**src/rtl/mmh_pkg.sv**
```systemverilog
// Shared types, constants and helper functions for the min-max heap insert block.
// No dependencies; used by mmh_ctrl, mmh_dp and min_max_heap_insert.
package mmh_pkg;

    localparam int CAPACITY = 1024;
    localparam int KEY_W    = 16;
    localparam int SLOT_W   = 11;
    localparam int ADDR_W   = $clog2(CAPACITY);
    localparam int POS_W    = 4;

    // One heap word: arrival number and key
    typedef struct packed {
        logic [SLOT_W-1:0] tag;
        logic [KEY_W-1:0]  key;
    } entry_t;

    typedef enum logic [3:0] {
        S_IDLE,
        S_PAR_RD,
        S_PAR_CMP,
        S_GP_CHK,
        S_GP_CMP,
        S_REP0,
        S_REP1,
        S_REP2,
        S_REP3
    } state_t;

    typedef enum logic [2:0] {
        RD_PARENT,
        RD_GRAND,
        RD_ROOT,
        RD_LAST,
        RD_BOTTOM
    } rd_sel_t;

    // Commands from controller to datapath
    typedef struct packed {
        logic    start;
        logic    rd_en;
        rd_sel_t rd_sel;
        logic    par_step;
        logic    gp_move_step;
        logic    place_new;
        logic    cap_root;
        logic    cap_last;
        logic    load_out;
    } cmd_t;

    // Status from datapath to controller
    typedef struct packed {
        logic full;
        logic empty;
        logic cur_ge4;
        logic gp_move;
    } status_t;

    // Position of the highest set bit (level of a 1-based slot)
    function automatic logic [POS_W-1:0] msb_pos(input logic [SLOT_W-1:0] s);
        logic [POS_W-1:0] pos;
        pos = '0;
        for (int i = 0; i < SLOT_W; i++)
        begin
            if (s[i])
            begin
                pos = POS_W'(i);
            end
        end
        return pos;
    endfunction

    // Largest power of two not above s (first slot of the bottom level)
    function automatic logic [SLOT_W-1:0] floor_pow2(input logic [SLOT_W-1:0] s);
        logic [SLOT_W-1:0] p;
        p = '0;
        for (int i = 0; i < SLOT_W; i++)
        begin
            if (s[i])
            begin
                p = SLOT_W'(1) << i;
            end
        end
        return p;
    endfunction

endpackage

```
**src/rtl/mmh_ctrl.sv**
```systemverilog
// Sequencer for the min-max heap insert: parent step, grandparent walk, report reads.
// Depends on mmh_pkg; drives mmh_dp through cmd_t and reads status_t.
module mmh_ctrl (
    input  logic             clk,
    input  logic             rst_n,
    input  logic             in_valid,
    output logic             in_stall,
    output logic             out_valid,
    input  logic             out_stall,
    input  mmh_pkg::status_t status,
    output mmh_pkg::cmd_t    cmd
);

    mmh_pkg::state_t state_reg;
    mmh_pkg::state_t state_next;
    logic            out_valid_reg;
    logic            out_valid_next;
    logic            out_free;

    // State and output-valid registers
    always_ff @(posedge clk or negedge rst_n)
    begin
        if (!rst_n)
        begin
            state_reg     <= mmh_pkg::S_IDLE;
            out_valid_reg <= 1'b0;
        end
        else
        begin
            state_reg     <= state_next;
            out_valid_reg <= out_valid_next;
        end
    end

    // Output slot can take a new word if empty or being taken now
    assign out_free = !out_valid_reg || !out_stall;

    // Next state and commands
    always_comb
    begin
        state_next = state_reg;
        cmd        = '0;
        cmd.rd_sel = mmh_pkg::RD_ROOT;
        case (state_reg)
            mmh_pkg::S_IDLE:
            begin
                if (in_valid)
                begin
                    cmd.start = 1'b1;
                    if (status.full)
                        state_next = mmh_pkg::S_REP0;
                    else if (status.empty)
                        state_next = mmh_pkg::S_GP_CHK;
                    else
                        state_next = mmh_pkg::S_PAR_RD;
                end
            end
            mmh_pkg::S_PAR_RD:
            begin
                cmd.rd_en  = 1'b1;
                cmd.rd_sel = mmh_pkg::RD_PARENT;
                state_next = mmh_pkg::S_PAR_CMP;
            end
            mmh_pkg::S_PAR_CMP:
            begin
                cmd.par_step = 1'b1;
                state_next   = mmh_pkg::S_GP_CHK;
            end
            mmh_pkg::S_GP_CHK:
            begin
                if (status.cur_ge4)
                begin
                    cmd.rd_en  = 1'b1;
                    cmd.rd_sel = mmh_pkg::RD_GRAND;
                    state_next = mmh_pkg::S_GP_CMP;
                end
                else
                begin
                    cmd.place_new = 1'b1;
                    state_next    = mmh_pkg::S_REP0;
                end
            end
            mmh_pkg::S_GP_CMP:
            begin
                if (status.gp_move)
                begin
                    cmd.gp_move_step = 1'b1;
                    state_next       = mmh_pkg::S_GP_CHK;
                end
                else
                begin
                    cmd.place_new = 1'b1;
                    state_next    = mmh_pkg::S_REP0;
                end
            end
            mmh_pkg::S_REP0:
            begin
                cmd.rd_en  = 1'b1;
                cmd.rd_sel = mmh_pkg::RD_ROOT;
                state_next = mmh_pkg::S_REP1;
            end
            mmh_pkg::S_REP1:
            begin
                cmd.rd_en    = 1'b1;
                cmd.rd_sel   = mmh_pkg::RD_LAST;
                cmd.cap_root = 1'b1;
                state_next   = mmh_pkg::S_REP2;
            end
            mmh_pkg::S_REP2:
            begin
                cmd.rd_en    = 1'b1;
                cmd.rd_sel   = mmh_pkg::RD_BOTTOM;
                cmd.cap_last = 1'b1;
                state_next   = mmh_pkg::S_REP3;
            end
            mmh_pkg::S_REP3:
            begin
                if (out_free)
                begin
                    cmd.load_out = 1'b1;
                    state_next   = mmh_pkg::S_IDLE;
                end
            end
            default:
            begin
                state_next = mmh_pkg::S_IDLE;
            end
        endcase
    end

    // Output word valid: set on load, cleared when taken
    always_comb
    begin
        if (cmd.load_out)
            out_valid_next = 1'b1;
        else if (!out_stall)
            out_valid_next = 1'b0;
        else
            out_valid_next = out_valid_reg;
    end

    assign in_stall  = (state_reg != mmh_pkg::S_IDLE);
    assign out_valid = out_valid_reg;

endmodule

```
**config.mk**
```make
export PLATFORM = sky130hd
export DESIGN_NAME = mmh_ctrl
export DESIGN_NICKNAME = d
export VERILOG_FILES = /design/src/rtl/mmh_pkg.sv /design/src/rtl/mmh_ctrl.sv
export SDC_FILE = /design/constraint.sdc
export NUM_CORES = 1
export LEC_CHECK = 0
export BUFFER_PORTS_ARGS = -buffer_cell sky130_fd_sc_hd__buf_4
export CAP_MARGIN = 5
export CORE_AREA = 2 2 39 41
export CTS_CLUSTER_DIAMETER = 200
export CTS_CLUSTER_SIZE = 8
export DETAILED_ROUTE_END_ITERATION = 10
export DIE_AREA = 0 0 41 43
export PLACE_DENSITY = 0.74
export REMOVE_ABC_BUFFERS = 1
export SLEW_MARGIN = 20
export SYNTH_ARGS = -nofsm -noshare
export SYNTH_HDL_FRONTEND = slang
export SYNTH_SLANG_ARGS = --single-unit
```
**constraint.sdc**
```tcl
create_clock -name clk -period 1 [get_ports clk]
set_input_delay 0.05 -clock clk [delete_from_list [all_inputs] [get_ports clk]]
set_output_delay 0.05 -clock clk [all_outputs]
set_load 0.01 [all_outputs]
```
# == After elaboration in Yosys (flattened, before gate mapping) ==
# Cells that the tools add are included.
# op_classes
mux,23
eq_ne,11
reduce_logical,6
# op_table
operator,n
$pmux W4 S9,1
$pmux W4 S5,1
$eq A4 B3 Y1 const B,4
$mux W4,4
$mux W1,14
$eq A4 B2 Y1 const B,2
$eq A4 B1 Y1 const B,1
$eq A4 B4 Y1 const B,1
$logic_not A4 Y1,1
$ne A2 B2 Y1 const B,2
$reduce_bool A4 Y1,1
$mux W3,1
$logic_not A1 Y1,2
$mux W2,1
$ne A2 B1 Y1 const B,1
$pmux W1 S2,1
$reduce_and A2 Y1,1
$logic_or A1 B1 Y1,1
# word_totals
out_inout_bits,13
register_bits,5
word_cells,42

# == Depth between registers and ports, before layout ==
# depth
ltp_word,5
mapped_depth,5
mapped_depth_nobuf,3

# == Least setup slack after synthesis ==
# Ideal clock, no wire load.
# synth_path
path_type,register -> output
startpoint,reg state_reg[2]
endpoint,out cmd[0] (netlist name)
setup_slack_ns,-0.110
stages_incl_launch_ff,6
arrival_time_ns,1.060
required_ns,0.950
path_cell_list,dfrtp_1 buf_6 buf_2 nand3b_1 a21oi_1 buf_4
# synth_rtl
item,line,rtl
"start, declared",mmh_ctrl.sv:14,mmh_pkg::state_t state_reg;
"start signal, assigned",mmh_ctrl.sv:25,state_reg <= mmh_pkg::S_IDLE;
"start signal, assigned",mmh_ctrl.sv:30,state_reg <= state_next;
"end, declared",mmh_ctrl.sv:11,output mmh_pkg::cmd_t cmd

==> flow_metrics.py <==
metrics = {
    "logic_synthesis": {
        "ys_warn_count": 0,
        "yosys.area_share.simple_pct": 35.2,
        "synth_top_area_share_pct": 28.2,
        "syn_avg_cell_area_um2": 7.93,
        "ys_types": 24,
        "synthArstFlopShare_pct": 100,
        "synth.area.top_cells": "dfrtp_1 (28%), nor2_1 (6.8%), and3_1 (5.6%)",
        "synth_fa_ha_area_share_pct": 0,
        "synth_edf_count": 0,
        "ys_seq_elements": 5,
        "synth_compound_area_share_pct": 22.0,
        "syn_inst": 56,
        "synth_area_um2": 444,
        "synth_flop_cell": "dfrtp_1",
        "ys_seq_area_share_pct": 28.2,
        "yosysMostFrequentCell": "nor2_1",
        "synthMuxAreaShare_pct": 0,
        "synth-xor-area-share_pct": 1.97,
        "synth_common_cells": "nor2_1 (8), dfrtp_1 (5), and3_1 (4), nand2_1 (4), o21ai_0 (4)",
        "yosysTopAreaCell": "dfrtp_1",
        "synth_top_family_by_area": "simple AND/OR/NAND/NOR gates",
    },
    "sta": {
        "setup-tns-final_ps": -3750,
        "final_hold_viol_count": 0,
        "timing.slew.headroom_pct": 82.2,
        "worst_slew_pin_slew_ps": 267,
        "timing.final.max_slew_violations": 0,
        "setup_viol": 17,
        "timing.hold.ws_ps": 63.9,
        "setup_slack_ps": -318,
        "min_period_ps": 1320,
        "rsz0062_at_grt": "yes",
        "max_freq_ghz": 0.759,
        "skew_ps": 2.23,
        "fin_crit_sh_pct": 132,
    },
    "placed_design": {
        "dp_slack_ps": -217,
        "post-dp-hpwl_um": 828,
        "dpl_cell_area_um2": 629,
        "routabilityCongestion": 0.806,
        "dp.cells": 94,
        "port_buffers": 20,
    },
    "pwr": {
        "pwr-share-comb_pct": 75.8,
        "power-per-cell-area_nw_per_um2": 3460,
        "irDropWorstVdd_uv": 1510,
        "internal_power_mw": 1.72,
        "switching_share_pct": 42.2,
        "leakage_nw": 0.394,
        "p_sw_mw": 1.26,
        "p_seq_share_pct": 16.1,
        "clockPowerShare_pct": 8.1,
        "total_power_mw": 2.98,
    },
    "drt": {
        "wirelength_um": 1440,
        "first_pass_iters": 4,
        "route.detailed.drc": 0,
        "first_iter_violations": 11,
        "vias": 564,
        "final_antenna_net_count": 0,
        "post_drt_wl_per_cell_um": 13.4,
        "via_per_inst": 5.27,
    },
    "setup_path": {
        "cp-end-kind": "primary output",
        "arrival_ps": 1270,
        "startpoint_type": "flop",
        "worstSetupPathType": "reg2out",
        "path_max_fanout": 6,
        "worst_ep_required_time_ps": 950,
    },
    "global_route": {
        "overflow": 0,
        "grt_pass1_wl_um": 2060,
        "antenna_found_initial": 0,
        "grt_pass1_vias": 493,
        "grt_max_degree": 9,
        "track_usage_pct": 17.6,
    },
    "cts": {
        "clock_latency_ps": 240,
        "cts.clk_slew.worst_paths_ps": 50,
        "numCtsBuffers": 3,
        "cts_sinks": 5,
        "clock_path_buffers": 2,
        "cts-root-buf": "clkbuf_4",
        "htreeDepth": 1,
        "cts_tree": "done",
    },
    "floorplan": {
        "die_area_um2": 1760,
        "coreArea_um2": 1380,
        "rows": 14,
        "die_h_um": 43,
        "start_util_pct": 32.1,
        "die_x_um": 41,
        "num_io_pins": 21,
    },
    "cells_and_area": {
        "post_layout_nonfiller_instances": 107,
        "largest_reg_flops": 4,
        "antenna_cells": 0,
        "final_util_pct": 62.2,
        "nFillCells": 120,
        "areaGrowthSynthToFinish_pct": 93.8,
        "postLayoutCellArea_um2": 861,
        "final_nets": 100,
        "layout-drive-gt1-share_pct": 71.4,
    },
    "job": {
        "cap_violations": 0,
    },
    "min_path": {
        "hold_path.class": "in2reg",
    },
    "outcome": {
        "violations": "negative setup slack",
        "outcome": "finished with violations",
    },
}
==> placed cells by master, fill, tap and decap left out, types with 2 or more instances in the layout <==
cell and n:
a221oi_2 2, dfrtp_2 4, a21oi_1 2, nand2_2 2, nand3b_1 3, nor2_2 3
o21ai_1 2, buf_6 7, buf_4 29, nor2_4 2, and3_1 4, nor2_1 3
nand2b_1 2, nand2_1 2, clkbuf_4 3
==> power groups by stage <==
stage                     registers (mW)  logic (mW)  clock network [mW]
after global placement             0.486        1.42                   0
after floorplan                    0.537       0.669                   0
after CTS                          0.463        1.88               0.242
final                              0.480        2.26               0.241
after global routing               0.495        2.42               0.256
after detailed placement           0.492        1.45                   0
==> per-layer routing <==
layer	up-vias	global-route usage (%)	part of all wire, %
met5	-	0	0
met4	0	10.0	1.0
met3	2	6.28	6.4
met2	21	25.9	52
met1	270	21.0	40
li1	271	-	-
==> final timing paths <==
| kind | from | endpoint | slack [ps] | depth (start not counted) |
|---|---|---|---|---|
| setup / recovery | state_reg[2] | cmd[6] | -320 | 4 |
| hold / removal | out_stall | out_valid | 60 | 3 |
| setup reg to reg | state_reg[2] | state_reg[1] | -280 | 6 |
| hold reg to reg | out_valid | out_valid | 550 | 2 |
| max in group asynchronous | rst_n | state_reg[2] | 740 | 2 |
| min in group asynchronous | rst_n | out_valid | 140 | 2 |
==> cells by family (layout without fill, tap and decap cells) <==
| group | count (synthesis) | after routing |
|---|---|---|
| and+or+nand+nor | 28 | 28 |
| AOI/OAI and AO/OA | 14 | 14 |
| buffers and inverters | 8 | 43 |
| DFF | 5 | 5 |
| xor gates and xnor gates | 1 | 1 |
==> critical path, stage by stage, from the launching register on <==
cell      delay (ps)
dfrtp_2          440
buf_4            170
nand3b_1         160
a21oi_2          120
buf_4            130
==> area by class of cell <==
cell class | instances | area (µm²) | share of cell area, %
clock buffers | 4 | 26.3 | 3.05
inverters | 1 | 6.26 | 0.727
multi-input cells | 43 | 357 | 41.4
flip-flops and latches | 5 | 130 | 15.1
well taps | 16 | 20.0 | 2.33
repair buffers | 38 | 322 | 37.4
==> repair_timing <==
item | CTS | global route
hold endpoints to repair | 5 | 0
endpoints found under the setup margin | 17 | 17
pin swaps | 5 | 6
buffers inserted | 6 | 3
hold buffers | 1 | 0
resized for setup | 21 | 19
cloned | 0 | 0
(Power assumes the default switching activity.)
